==> config.mk <==
export PLATFORM = sky130hd
export DESIGN_NAME = gbsf_ctrl
export DESIGN_NICKNAME = d
export VERILOG_FILES = /design/src/rtl/gbsf_pkg.sv /design/src/rtl/gbsf_ctrl.sv
export SDC_FILE = /design/constraint.sdc
export NUM_CORES = 1
export LEC_CHECK = 0
export ABC_AREA = 1
export BUFFER_PORTS_ARGS = -buffer_cell sky130_fd_sc_hd__buf_2
export CAP_MARGIN = 10
export CELL_PAD_IN_SITES_DETAIL_PLACEMENT = 1
export CELL_PAD_IN_SITES_GLOBAL_PLACEMENT = 2
export CORE_MARGIN = 2
export CORE_UTILIZATION = 16
export DETAILED_ROUTE_END_ITERATION = 16
export GPL_TIMING_DRIVEN = 0
export HOLD_SLACK_MARGIN = 0.02
export PLACE_DENSITY_LB_ADDON = 0.1
export SLEW_MARGIN = 20
export SYNTH_ARGS = -nofsm -noshare
export SYNTH_HDL_FRONTEND = slang
export SYNTH_SLANG_ARGS = --single-unit
==> constraint.sdc <==
create_clock -name clock -period 1 [get_ports clock]
set_input_delay 0.15 -clock clock [delete_from_list [all_inputs] [get_ports clock]]
set_output_delay 0.15 -clock clock [all_outputs]
set_load 0.03 [all_outputs]
==> src/rtl/gbsf_pkg.sv <==
package gbsf_pkg;

   localparam int TABLE_ENTRIES = 4096;
   localparam int IDX_BITS      = $clog2(TABLE_ENTRIES);
   localparam int CNT_BITS      = IDX_BITS + 1;
   localparam int SCAN_BITS     = 20;
   localparam int KEY_BITS      = SCAN_BITS + 4;
   localparam int VAL_BITS      = 32;
   localparam int PROD_BITS     = 2 * VAL_BITS;
   localparam int ACC_BITS      = PROD_BITS + 4;
   localparam int FRAC_BITS     = 16;
   localparam int ENTRY_BITS    = KEY_BITS + 2 * VAL_BITS;
   localparam int CSR_IDX_BITS  = 3;

   localparam logic [CSR_IDX_BITS-1:0] CSR_COEFF_RT    = 3'd0;
   localparam logic [CSR_IDX_BITS-1:0] CSR_COEFF_RANK  = 3'd1;
   localparam logic [CSR_IDX_BITS-1:0] CSR_COEFF_FRAG  = 3'd2;
   localparam logic [CSR_IDX_BITS-1:0] CSR_COEFF_COEL  = 3'd3;
   localparam logic [CSR_IDX_BITS-1:0] CSR_FILTER_EN   = 3'd4;

   typedef enum logic [1:0] {
      OP_BUILD  = 2'd0,
      OP_FILTER = 2'd1,
      OP_CLEAR  = 2'd2,
      OP_NONE   = 2'd3
   } opcode_type;

   typedef enum logic [1:0] {
      STATUS_OK     = 2'd0,
      STATUS_ABSENT = 2'd1,
      STATUS_FULL   = 2'd2,
      STATUS_UNUSED = 2'd3
   } status_type;

   typedef enum logic [2:0] {
      S_IDLE,
      S_MUL,
      S_ACC,
      S_SAT,
      S_SCAN_RD,
      S_SCAN_CMP,
      S_DONE
   } state_type;

   typedef struct packed {
      logic       load;
      logic       mul;
      logic       acc;
      logic [1:0] term;
      logic       sat;
      logic       rd;
      logic       cmp;
      logic       next;
      logic       finish;
      logic       busy;
   } cmd_type;

   typedef struct packed {
      logic scan_end;
      logic key_match;
      logic out_free;
   } stat_type;

endpackage

==> src/rtl/gbsf_ctrl.sv <==
module gbsf_ctrl (
   input  logic                clock,
   input  logic                reset,
   input  logic                req_valid,
   input  logic [1:0]          req_opcode,
   input  gbsf_pkg::stat_type  stat,
   output gbsf_pkg::cmd_type   cmd
);

   gbsf_pkg::state_type state_ff, state_in;
   logic [1:0]          term_ff, term_in;

   always_ff @(posedge clock) begin
      if (reset) begin
         state_ff <= gbsf_pkg::S_IDLE;
         term_ff  <= 2'd0;
      end else begin
         state_ff <= state_in;
         term_ff  <= term_in;
      end
   end

   always_comb begin
      state_in = state_ff;
      term_in  = term_ff;
      unique case (state_ff)
         gbsf_pkg::S_IDLE: begin
            term_in = 2'd0;
            if (req_valid) begin
               if (req_opcode == gbsf_pkg::OP_BUILD || req_opcode == gbsf_pkg::OP_FILTER)
                  state_in = gbsf_pkg::S_MUL;
               else
                  state_in = gbsf_pkg::S_DONE;
            end
         end
         gbsf_pkg::S_MUL: state_in = gbsf_pkg::S_ACC;
         gbsf_pkg::S_ACC: begin
            term_in  = term_ff + 2'd1;
            state_in = (term_ff == 2'd3) ? gbsf_pkg::S_SAT : gbsf_pkg::S_MUL;
         end
         gbsf_pkg::S_SAT: state_in = gbsf_pkg::S_SCAN_RD;
         gbsf_pkg::S_SCAN_RD:
            state_in = stat.scan_end ? gbsf_pkg::S_DONE : gbsf_pkg::S_SCAN_CMP;
         gbsf_pkg::S_SCAN_CMP:
            state_in = stat.key_match ? gbsf_pkg::S_DONE : gbsf_pkg::S_SCAN_RD;
         gbsf_pkg::S_DONE:
            if (stat.out_free) state_in = gbsf_pkg::S_IDLE;
         default: state_in = gbsf_pkg::S_IDLE;
      endcase
   end

   always_comb begin
      cmd        = '0;
      cmd.term   = term_ff;
      cmd.busy   = (state_ff != gbsf_pkg::S_IDLE);
      unique case (state_ff)
         gbsf_pkg::S_IDLE:     cmd.load   = req_valid;
         gbsf_pkg::S_MUL:      cmd.mul    = 1'b1;
         gbsf_pkg::S_ACC:      cmd.acc    = 1'b1;
         gbsf_pkg::S_SAT:      cmd.sat    = 1'b1;
         gbsf_pkg::S_SCAN_RD:  cmd.rd     = !stat.scan_end;
         gbsf_pkg::S_SCAN_CMP: begin
            cmd.cmp  = 1'b1;
            cmd.next = !stat.key_match;
         end
         gbsf_pkg::S_DONE:     cmd.finish = stat.out_free;
         default: ;
      endcase
   end

endmodule

==> impl_summary.log, run 1 <==
[metrics] Initial Utilization: between 10% and 20%
[metrics] setup total negative slack: -2023 ps
[metrics] slew at the pin with the worst max-slew slack: roughly 150 ps
[metrics] relative slew slack: between 80% and 90%
[metrics] worst path buffer plus inverter count: 1
[metrics] TritonRoute pass-1 iters: 2
[metrics] proportion of register bits with asynchronous set or reset after synthesis: 0%
[metrics] fraction of post-synthesis cell area in the top cell type by area: between 20% and 30%
[metrics] CTS tree: done
[metrics] Yosys warning total: 0
[metrics] detail-routed net length per standard cell: around 9 µm
[metrics] final clock period utilization by the worst path: 121.0%
[metrics] uppermost routed layer: met3
[metrics] number of register bits inferred by synthesis: 5
[metrics] critical path peak fanout: 7
[metrics] FMAX: just over 0.8 GHz
[metrics] Most used DFF post-synth: dfxtp_1
[metrics] total standard cell area after synthesis: between 300 and 400 µm²
[metrics] RSZ-0062 raised after global routing: true
[metrics] number of nets with antenna violations after detailed routing: 0
[metrics] post-synthesis cell type count: 15
[metrics] total of hold buffers inserted after clock tree synthesis: 0
[metrics] Detailed Place HPWL: approximately 850 µm
[metrics] total via count in the routed design: 449
[metrics] mean post-synth cell area: between 5 and 6 µm²
[metrics] most common cell type on the critical path: nor2_4
[metrics] clock root buffer: clkbuf_4
[metrics] maximum vdd drop: around 1.1 mV
[metrics] type of element launching the critical path: register
[metrics] EDFF count, synth: 0
[metrics] post-synthesis net count: between 60 and 70
[metrics] number of buffers added on ports: 17
[metrics] layout cell share with drive strength beyond 1: around three fifths
[metrics] slowest stage delay, CP: ~380 ps
[metrics] Bufs on Longest Clock Path: 2
[metrics] source-to-sink clock delay at the later pin of the worst-skew pair: 240 ps
[metrics] Syn Inst Count: a little under 60
[metrics] cts bufs inserted: 3
[metrics] register area share after synthesis: about 29%
[metrics] post-placement worst setup slack: -115.9 ps
[metrics] largest net degree at the start of global routing: 8
[metrics] commonest cells in the synthesized netlist: nand2_1 (13), inv_1 (11), nor2_1 (11)
[metrics] DIE AREA: roughly 2500 µm²
[metrics] amount of wire on met3 after detailed routing: roughly 21 µm
[metrics] NumNets Final: 96
[metrics] critical path endpoint category: primary output
[metrics] floorplan die width: approximately 50 µm
[metrics] total I/O pin count: 19
[metrics] final critical-path setup slack: -209.7 ps
[metrics] WP data required: roughly 850 ps
[metrics] global-route wire length before repair: around 1900 µm
[metrics] result of the run: finished with violations
[metrics] CP Class: reg2out
[metrics] final hold vios: 0
[metrics] final wirelength: around 1000 µm
[metrics] layout overhead on the synthesized area: 101.8%
[metrics] total gr overflow: 0
[metrics] via count of the first global-routing pass: around 460
[metrics] critical path cell sequence: nor2_4, nand2_2, nor2_4, buf_6
[metrics] RD Place Congestion: approximately 0.72
[metrics] minimum clock period after layout: around 1200 ps
[metrics] maximum level of the CTS H-tree: 1
[metrics] Top delay family on crit path: flip-flops
[metrics] largest area contributor in the synthesized netlist: dfxtp_1
[metrics] clock-pin transition on the worst setup and hold timing paths: 40 ps
[metrics] Tightest Hold Check Type: in2reg
[metrics] crit path DAT: about 1100 ps
[metrics] die height: roughly 50 µm
[metrics] antenna violations before repair: 0
[metrics] Global Route Usage Sum: 9.571%
[metrics] max-slew violations: 0
[metrics] CTS sink cnt: 5
[metrics] violations in the final reports: negative setup slack
[metrics] main area contributors after synthesis: dfxtp_1 (29%), nand2_1 (14%), inv_1 (12%), nor2_1 (12%), nand3_1 (8.8%)
[metrics] Final Skew: roughly 1.7 ps
[metrics] Floorplan Core Area: between 1500 and 2000 µm²
[metrics] Iter 0 DRT Violations: 2
[metrics] leak pwr: ~0.36 nW
[metrics] detailed-route vias per instance: between 3 and 4
[metrics] number of rows created at floorplan: 16
[metrics] DR WL met2: 508 µm
[metrics] number of antenna cells inserted: 0
[metrics] M1 WL: a little under 500 µm
[metrics] most common cell in the netlist: nand2_1
[metrics] final setup fails: 14
[metrics] cell with the biggest individual delay on the critical path: dfxtp_4
[metrics] Maximum Capacitance Violations: 0
[metrics] detailed-route DRC error count: 0
[metrics] power density normalized to cell area: roughly 2700 nW/µm²
[cell usage in the layout, fill, tap and decap left out, types with 2 or more instances in the layout]
| master | Yosys | layout |
|---|---|---|
| inv_1 | 11 | 10 |
| nand2_1 | 13 | 9 |
| buf_2 | 0 | 9 |
| nor2_1 | 11 | 7 |
| buf_6 | 0 | 7 |
| buf_4 | 0 | 7 |
| nor2_4 | 0 | 6 |
| nand2_2 | 1 | 4 |
| dfxtp_4 | 0 | 4 |
| nand3_1 | 6 | 3 |
| clkbuf_4 | 0 | 3 |
| inv_2 | 2 | 2 |
| nand3_2 | 0 | 2 |
| a21oi_2 | 1 | 2 |
[logic make-up (layout without fill, tap and decap cells)]
| family | Yosys count | in the layout | synth area share [%] |
|---|---|---|---|
| AND/OR/NAND/NOR | 35 | 35 | 43.80 |
| AO/OA/AOI/OAI | 5 | 5 | 9.124 |
| buffers and inverters | 13 | 40 | 14.23 |
| adder cells (fa/ha/maj) | 1 | 1 | 3.649 |
| flip-flops | 5 | 5 | 29.20 |
[final cells by class]
class                      instances  area, µm²
inverter                          13      53.80
sequential                         5      116.4
clock buffer                       4      26.28
fill                             244       1290
timing repair buffer              23      176.4
tap                               27      33.78
multi-input combinational         41      285.3
[where the power goes]
| part | switching, mW | internal, mW |
|---|---|---|
| clock network | 0.0737 | 0.150 |
| registers | 0.164 | 0.293 |
| logic | 0.674 | 0.509 |
[worst paths after layout]
path / cells past startpoint / slack [ps] / endpoint / from
worst max register to register: 8 / -150 / state_ff[1] / state_ff[2]
worst min register to register: 1 / 450 / term_ff[0] / term_ff[0]
worst max-delay path: 4 / -210 / cmd[4] / state_ff[1]
worst min-delay path: 2 / 140 / state_ff[1] / reset
[sequential cells by signal (all words and copies together) (netlist names)]
| register | cells |
|---|---|
| state_ff | 3 |
| term_ff | 2 |
[layer usage]
metal | track usage [%] | up-vias
li1 | - | 240
met1 | 12.66 | 201
met2 | 14.91 | 8
met3 | 1.190 | 0
met4 | 5.405 | 0
met5 | 0 | -
[stage by stage]
stage | power (mW) | cell area [µm²] | instances | util, % | hold slack, ps
CTS | 1.803 | 639.4 | 112 | 32.26 | 111.5
global placement | 1.296 | 510.5 | 103 | 25.76 | 370.4
detailed placement | 1.289 | 510.5 | 103 | 25.76 | 372.2
finish | 1.863 | 691.9 | 113 | 34.91 | 140.0
global route | 2.044 | 691.9 | 113 | 34.91 | 127.2
floorplan | 1.062 | 391.6 | 59 | - | 205.1
[timing repair]
action / in CTS / in global routing
setup buffers: 5 / 1
gates resized for setup: 21 / 11
pin swaps: 6 / 1
endpoints found under the setup margin: 13 / 14
Note: power is estimated with default switching activity, not from simulation.
==> run 2: changes to the inputs <==
--- a/config.mk
+++ b/config.mk
@@ -10,8 +10,10 @@
 export CAP_MARGIN = 10
 export CELL_PAD_IN_SITES_DETAIL_PLACEMENT = 1
 export CELL_PAD_IN_SITES_GLOBAL_PLACEMENT = 2
+export CORE_ASPECT_RATIO = 1.1
 export CORE_MARGIN = 2
-export CORE_UTILIZATION = 16
+export CORE_UTILIZATION = 18
+export CTS_BUF_LIST = sky130_fd_sc_hd__clkbuf_4
 export DETAILED_ROUTE_END_ITERATION = 16
 export GPL_TIMING_DRIVEN = 0
 export HOLD_SLACK_MARGIN = 0.02
==> run 2 against run 1 <==
The run still ends with negative setup slack left. Sequential cell count is the same. Sequential share of layout area is 0.061 points higher. Largest cell class unchanged. Clock-buffer cell count is the same. Sequential power decreased by 2%. Clock power grew 14%. Utilization is 3.8 points higher.
==> impl_summary.log, run 2 (synthesis gave the netlist of run 1 again) <==
[metrics] slew at the pin with the worst max-slew slack: 185.9 ps (+35.82 ps)
[metrics] type of element launching the critical path: register
[metrics] final clock period utilization by the worst path: 123.7% (+2.7 points)
[metrics] violations in the final reports: negative setup slack
[metrics] most frequent cells in the layout: inv_1 (11), nand2_1 (8), buf_2 (8), buf_4 (8), buf_6 (7)
[metrics] relative slew slack: 87.58% (-2.4 points)
[metrics] Global Route Usage Sum: 11.68% (+2.1 points)
[metrics] power density normalized to cell area: 2831 nW/µm² (+5.1%)
[metrics] max-slew violations: 0 (unchanged)
[metrics] cts bufs inserted: 3 (unchanged)
[metrics] TritonRoute pass-1 iters: 4 (+2)
[metrics] max reg flops: 3 (unchanged)
[metrics] largest registers: state_ff: 3 flops, term_ff: 2 flops
[metrics] slowest stage delay, CP: 370 ps (about the same)
[metrics] final critical-path setup slack: -236.6 ps (-26.92 ps)
[metrics] maximum level of the CTS H-tree: 1 (unchanged)
[metrics] antenna violations before repair: 0 (unchanged)
[metrics] minimum clock period after layout: 1237 ps (+26.92 ps)
[metrics] Top delay family on crit path: flip-flops
[metrics] layout cell share with drive strength beyond 1: 65.12% (+4.7 points)
[metrics] number of rows created at floorplan: 16 (unchanged)
[metrics] leak pwr: 0.3804 nW (+5.2%)
[metrics] uppermost routed layer: met4
[metrics] Maximum Capacitance Violations: 0 (unchanged)
[metrics] clock-pin transition on the worst setup and hold timing paths: 40 ps (about the same)
[metrics] CTS tree: done
[metrics] source-to-sink clock delay at the later pin of the worst-skew pair: 240 ps (about the same)
[metrics] number of nets with antenna violations after detailed routing: 0 (unchanged)
[metrics] largest net degree at the start of global routing: 8 (unchanged)
[metrics] RSZ-0062 raised after global routing: true
[metrics] amount of wire on met3 after detailed routing: 47 µm (+120%)
[metrics] number of buffers added on ports: 17 (unchanged)
[metrics] register bank with the most flops: state_ff
[metrics] Floorplan Core Area: 1782 µm² (-10%)
[metrics] global-route wire length before repair: 1938 µm (+2.2%)
[metrics] RD Place Congestion: 0.6448 (-11%)
[metrics] crit path DAT: 1090 ps (+30 ps)
[metrics] total gr overflow: 0 (unchanged)
[metrics] DIE AREA: 2270 µm² (-10%)
[metrics] Detailed Place HPWL: 818.6 µm (-3.3%)
[metrics] DR WL met2: 610 µm (+20%)
[metrics] CP Class: reg2out
[metrics] WP data required: 850 ps (about the same)
[metrics] final wirelength: 1186 µm (+16%)
[metrics] Initial Utilization: 19.24% (+1.9 points)
[metrics] final hold vios: 0 (unchanged)
[metrics] critical path peak fanout: 6 (-1)
[metrics] die height: 49.77 µm (-1.0%)
[metrics] post-placement worst setup slack: -116.6 ps (-0.6310 ps)
[metrics] most common cell type on the critical path: nor2_4
[metrics] total I/O pin count: 19 (unchanged)
[metrics] number of fill cells in the layout: 230 (-5.7%)
[metrics] detail-routed net length per standard cell: 11.40 µm (+26%)
[metrics] M1 WL: 518 µm (+4.6%)
[metrics] detailed-route DRC error count: 0 (unchanged)
[metrics] detailed-route vias per instance: 4.327 (+8.9%)
[metrics] final setup fails: 14 (unchanged)
[metrics] total of hold buffers inserted after clock tree synthesis: 0 (unchanged)
[metrics] number of antenna cells inserted: 0 (unchanged)
[metrics] Tightest Hold Check Type: in2reg
[metrics] Bufs on Longest Clock Path: 2 (unchanged)
[metrics] critical path endpoint category: primary output
[metrics] post-layout total power: 1.951 mW (+4.7%)
[metrics] final hold slack: 160.7 ps (+20.70 ps)
[metrics] maximum vdd drop: 0.9878 mV (-13%)
[metrics] worst path buffer plus inverter count: 1 (unchanged)
[metrics] CTS sink cnt: 5 (unchanged)
[metrics] via count of the first global-routing pass: 485 (+5.0%)
[metrics] total via count in the routed design: 450 (+0.22%)
[metrics] Iter 0 DRT Violations: 2 (unchanged)
[metrics] result of the run: finished with violations
[metrics] FMAX: 0.8087 GHz (-2.2%)
[metrics] leading cell type in the layout, fill and taps excluded: inv_1
[metrics] layout overhead on the synthesized area: 101.1%
[metrics] critical path cell sequence: nor2_4, nand2_4, nor2_4, buf_6
[metrics] setup total negative slack: -2515 ps (-491.8 ps)
[metrics] floorplan die width: 45.61 µm (-9.3%)
[metrics] NumNets Final: 96 (unchanged)
[metrics] cell with the biggest individual delay on the critical path: dfxtp_4
[metrics] clock root buffer: clkbuf_4
[metrics] Final Skew: 4.592 ps (+2.916 ps)
run 2: cell counts in the layout (fill, tap and decap cells not counted):
No cell type changed its count.
run 2: report_power, final:
part | leakage, nW | switching [mW] | internal, mW
clock | 0.0184 | 0.0786 | 0.178
sequential | 0.0442 | 0.154 | 0.293
combinational | 0.318 | 0.717 | 0.531
run 2: area by class of cell:
type	instances	area, µm²	share of cell area [%]
inverters	13	51.30	7.441
multi-input cells	41	290.3	42.11
clock buffers	4	30.03	4.356
repair buffers	23	178.9	25.95
well taps	18	22.52	3.267
flip-flops and latches	5	116.4	16.88
run 2: repair_timing:
action,in CTS,in global routing
pin swaps,6,3
setup buffers,5,1
endpoints found under the setup margin,13,14
cloned,0,0
resized for setup,21,14
run 2: per-layer routing:
| metal | GRT usage [%] | vias up |
|---|---|---|
| met5 | 0 | - |
| met3 | 1.099 | 2 |
| met4 | 7.353 | 0 |
| met2 | 19.25 | 11 |
| met1 | 13.81 | 202 |
| li1 | - | 235 |
run 2: worst reg2reg max path: cells and delay by family, from the launching register on:
kind | cells | cell delay, ps
AOI/OAI and AO/OA | 1 | 170
buffers and inverters | 3 | 270
and+or+nand+nor | 3 | 310
DFF | 1 | 370
run 2: final timing paths:
| path | cells past startpoint | slack (ps) | startpoint | to |
|---|---|---|---|---|
| setup / recovery | 4 | -240 | state_ff[2] | cmd[10] |
| hold / removal | 2 | 160 | reset | state_ff[1] |
| setup reg to reg | 7 | -200 | state_ff[2] | term_ff[0] |
| hold reg to reg | 1 | 460 | term_ff[0] | term_ff[0] |
run 2: stage by stage:
stage | util, % | cells | area, µm²
2_1_floorplan | - | 59 | 391.6
6_report | 38.69 | 104 | 689.4
4_1_cts | 35.53 | 103 | 633.1
3_5_place_dp | 28.02 | 94 | 499.2
5_1_grt | 38.69 | 104 | 689.4
3_3_place_gp | 28.02 | 94 | 499.2
==> run 3: changes to the inputs <==
--- a/config.mk
+++ b/config.mk
@@ -5,14 +5,13 @@
 export SDC_FILE = /design/constraint.sdc
 export NUM_CORES = 1
 export LEC_CHECK = 0
-export ABC_AREA = 1
 export BUFFER_PORTS_ARGS = -buffer_cell sky130_fd_sc_hd__buf_2
 export CAP_MARGIN = 10
 export CELL_PAD_IN_SITES_DETAIL_PLACEMENT = 1
 export CELL_PAD_IN_SITES_GLOBAL_PLACEMENT = 2
 export CORE_ASPECT_RATIO = 1.1
-export CORE_MARGIN = 2
-export CORE_UTILIZATION = 18
+export CORE_MARGIN = 1
+export CORE_UTILIZATION = 20
 export CTS_BUF_LIST = sky130_fd_sc_hd__clkbuf_4
 export DETAILED_ROUTE_END_ITERATION = 16
 export GPL_TIMING_DRIVEN = 0
==> run 3 against run 2 <==
The flow still finishes with violations (negative setup slack). Cell count down 0.96%. Worst setup slack worse by 190 ps. Fmax down 13%. Sequential power down 43%. Non-clock buffer count up 17. Utilization up 18 points. Critical path type unchanged. Sequential share of layout area down 5.1 points.
==> impl_summary.log, run 3 <==
[metrics] post-synthesis cell type count: 26 (+11)
[metrics] count of non-filler cells in the finished layout: 103 (-0.96%)
[metrics] number of nets with antenna violations after detailed routing: 0 (unchanged)
[metrics] cts bufs inserted: 3 (unchanged)
[metrics] max-slew violations: 0 (unchanged)
[metrics] Initial Utilization: 21.80% (+2.6 points)
[metrics] relative contribution of sequential cells to total power: 17.3% (-5.6 points)
[metrics] RSZ-0062 raised after global routing: true
[metrics] max reg flops: 3 (unchanged)
[metrics] RD Place Congestion: 0.7055 (+9.4%)
[metrics] clock-pin transition on the worst setup and hold timing paths: 40 ps (about the same)
[metrics] share of synthesized area spent on multiplexers: 7.554% (+7.6 points)
[metrics] maximum vdd drop: 0.6984 mV (-29%)
[metrics] Yosys warning total: 0 (unchanged)
[metrics] CTS tree: done
[metrics] maximum level of the CTS H-tree: 1 (unchanged)
[metrics] number of fill cells in the layout: 176 (-23%)
[metrics] post-synthesis net count: 54 (-21%)
[metrics] register bank with the most flops: state_ff
[metrics] via count of the first global-routing pass: 463 (-4.5%)
[metrics] mean post-synth cell area: 7.730 µm² (+33%)
[metrics] DIE AREA: 1910 µm² (-16%)
[metrics] Final Cell Area: 902.1 µm² (+31%)
[metrics] main area contributors after synthesis: dfxtp_1 (29%), nor2_1 (6.5%), a21oi_1 (4.3%), nor3_1 (4.3%), o21ai_0 (4.3%)
[metrics] violations in the final reports: negative setup slack
[metrics] leak pwr: 0.3975 nW (+4.5%)
[metrics] largest registers: state_ff: 3 flops, term_ff: 2 flops
[metrics] floorplan die width: 41.76 µm (-8.4%)
[metrics] total I/O pin count: 19 (unchanged)
[metrics] largest net degree at the start of global routing: 7 (-1)
[metrics] total standard cell area after synthesis: 347.8 µm² (+1.5%)
[metrics] source-to-sink clock delay at the later pin of the worst-skew pair: 240 ps (about the same)
[metrics] clock root buffer: clkbuf_4
[metrics] leading cell type in the layout, fill and taps excluded: buf_6
[metrics] critical path peak fanout: 3 (-3)
[metrics] Net Switching: 556.6 µW (-41%)
[metrics] Post-Synth XOR/XNOR Area: 0% (unchanged)
[metrics] TritonRoute pass-1 iters: 2 (-2)
[metrics] most frequent cells in the layout: buf_6 (18), buf_4 (10), buf_2 (9), nor2_4 (5), dfxtp_2 (5)
[metrics] cell area after placement: 541.8 µm² (+8.5%)
[metrics] critical path cell sequence: buf_6, or3_4, nor2_4, buf_6
[metrics] fraction of post-synthesis cell area in the top cell type by area: 28.78% (-0.42 points)
[metrics] die height: 45.74 µm (-8.1%)
[metrics] proportion of register bits with asynchronous set or reset after synthesis: 0% (unchanged)
[metrics] final critical-path setup slack: -428.1 ps (-191.5 ps)
[metrics] number of register bits inferred by synthesis: 5 (unchanged)
[metrics] largest area contributor in the synthesized netlist: dfxtp_1
[metrics] cell with the biggest individual delay on the critical path: or3_4
[metrics] Placed Instances: 79 (-16%)
[metrics] layout overhead on the synthesized area: 159.4%
[metrics] M3 GR Usage: 3.968% (+2.9 points)
[metrics] critical path endpoint category: primary output
[metrics] share of the synthesized area in compound gates (AO/OA/AOI/OAI): 20.50% (+11 points)
[metrics] Final Skew: 1.580 ps (-3.012 ps)
[metrics] antenna violations before repair: 0 (unchanged)
[metrics] Global Route Usage Sum: 15.27% (+3.6 points)
[metrics] highest-utilization routing layer at the global route stage: met2
[metrics] crit path DAT: 1280 ps (+190 ps)
[metrics] part of the power in the clock network: 17.3% (+4.2 points)
[metrics] global-route wire length before repair: 2166 µm (+12%)
[metrics] adder and majority gate portion of the synthesized area: 3.597% (-0.053 points)
[metrics] CP Class: reg2out
[metrics] Top delay family on crit path: simple AND/OR/NAND/NOR gates
[metrics] worst path buffer plus inverter count: 2 (+1)
[metrics] WP data required: 850 ps (about the same)
[metrics] number of antenna cells inserted: 0 (unchanged)
[metrics] slew at the pin with the worst max-slew slack: 236.3 ps (+50.39 ps)
[metrics] FMAX: 0.7002 GHz (-13%)
[metrics] number of buffers added on ports: 17 (unchanged)
[metrics] total gr overflow: 0 (unchanged)
[metrics] Tightest Hold Check Type: in2reg
[metrics] type of element launching the critical path: register
[metrics] Global Route met1 Usage: 16.31% (+2.5 points)
[metrics] Floorplan Core Area: 1595 µm² (-10%)
[metrics] Iter 0 DRT Violations: 1 (-1)
[metrics] internal portion of total power: 921.1 µW (-8.0%)
[metrics] commonest cells in the synthesized netlist: nor2_1 (6), dfxtp_1 (5), a21oi_1 (3), nor3_1 (3), o21ai_0 (3)
[metrics] register area share after synthesis: 28.78% (-0.42 points)
[metrics] layout cell share with drive strength beyond 1: 80.23% (+15 points)
[metrics] Syn Inst Count: 45 (-24%)
[metrics] setup total negative slack: -3932 ps (-1417 ps)
[metrics] number of rows created at floorplan: 15 (-1)
[metrics] detailed-route DRC error count: 0 (unchanged)
[metrics] Logic pwr share: 65.4% (+1.4 points)
[metrics] most common cell type on the critical path: buf_6
[metrics] detailed-route vias per instance: 4.777 (+10%)
[metrics] Detailed Place HPWL: 792.7 µm (-3.2%)
[metrics] total of hold buffers inserted after clock tree synthesis: 0 (unchanged)
[metrics] post-placement worst setup slack: -293.8 ps (-177.2 ps)
[metrics] final setup fails: 13 (-1)
[metrics] total via count in the routed design: 492 (+9.3%)
[metrics] final clock period utilization by the worst path: 142.8% (+19 points)
[metrics] minimum clock period after layout: 1428 ps (+191.5 ps)
[metrics] slowest stage delay, CP: 370 ps (about the same)
[metrics] power density normalized to cell area: 1638 nW/µm² (-42%)
[metrics] switching power share of the total: 37.67% (-11 points)
[metrics] final wirelength: 1500 µm (+26%)
[metrics] Maximum Capacitance Violations: 0 (unchanged)
[metrics] simple logic cell fraction of the synthesized area: 31.65% (-12 points)
[metrics] global-route track usage on met2: 30.00% (+11 points)
[metrics] relative slew slack: 84.15% (-3.4 points)
[metrics] Bufs on Longest Clock Path: 2 (unchanged)
[metrics] EDFF count, synth: 0 (unchanged)
[metrics] most common cell in the netlist: nor2_1
[metrics] detail-routed net length per standard cell: 14.56 µm (+28%)
[metrics] combinational family with the most area after synthesis: simple AND/OR/NAND/NOR gates
[metrics] Most used DFF post-synth: dfxtp_1
[metrics] post-layout total power: 1.478 mW (-24%)
[metrics] NumNets Final: 96 (unchanged)
[metrics] result of the run: finished with violations
[metrics] final hold vios: 0 (unchanged)
[metrics] CTS sink cnt: 5 (unchanged)
run 3: changes by cell type after synthesis, sizes merged, moves of 2 or more:
cell,delta
buf,+2
nand2,-13
o21ai,+2
mux2,+2
inv,-10
nand3,-5
nand2b,+2
nor2,-7
nand3b,+2
nor3,+2
run 3: layer usage:
metal  vias up  share of wire, %
met4         0                 0
met5         -                 0
met1       237                37
met2        11                60
li1        244                 -
met3         0               2.6
run 3: through the flow:
stage / utilization (%) / hold WS, ps
2_1_floorplan: - / 211.7
3_3_place_gp: 33.96 / 377.5
4_1_cts: 50.43 / 125.1
6_report: 56.55 / 135.6
3_5_place_dp: 33.96 / 380.8
5_1_grt: 56.55 / 136.6
run 3: timing repair:
item | 4_1_cts | 5_1_grt
pin swaps | 7 | 6
setup buffers | 14 | 6
setup endpoints to repair | 14 | 14
resized for setup | 34 | 10
run 3: cells by family (layout without fill, tap and decap cells):
| kind of cell | count (synthesis) | after routing |
|---|---|---|
| muxes | 2 | 2 |
| AOI/OAI and AO/OA | 11 | 11 |
| adders and majority gates | 1 | 1 |
| DFF | 5 | 5 |
| and+or+nand+nor | 20 | 20 |
| buffers and inverters | 6 | 47 |
run 3: area by class of cell:
type,count,area [µm²],area share (%)
Timing Repair Buffer,37,340.3,37.73
Clock buffer,4,30.03,3.329
Sequential cell,5,106.4,11.79
Multi-Input combinational cell,34,349.1,38.70
Buffer,3,36.28,4.022
Inverter,3,18.77,2.080
Tap cell,17,21.27,2.358
run 3: worst paths after layout:
check	from	to	slack, ps	cells past startpoint
hold / removal	reset	term_ff[1]	140	2
hold reg to reg	term_ff[0]	term_ff[0]	500	2
setup / recovery	state_ff[0]	cmd[10]	-430	4
setup reg to reg	state_ff[2]	state_ff[1]	-310	4
run 3: power by group through the flow:
stage                     Combinational [mW]  Sequential [mW]  Clock, mW
after floorplan                        0.388            0.266          0
after global placement                 0.511            0.261          0
after detailed placement               0.512            0.261          0
after CTS                              0.815            0.254      0.268
after global routing                    1.03            0.258      0.281
final                                  0.966            0.256      0.256
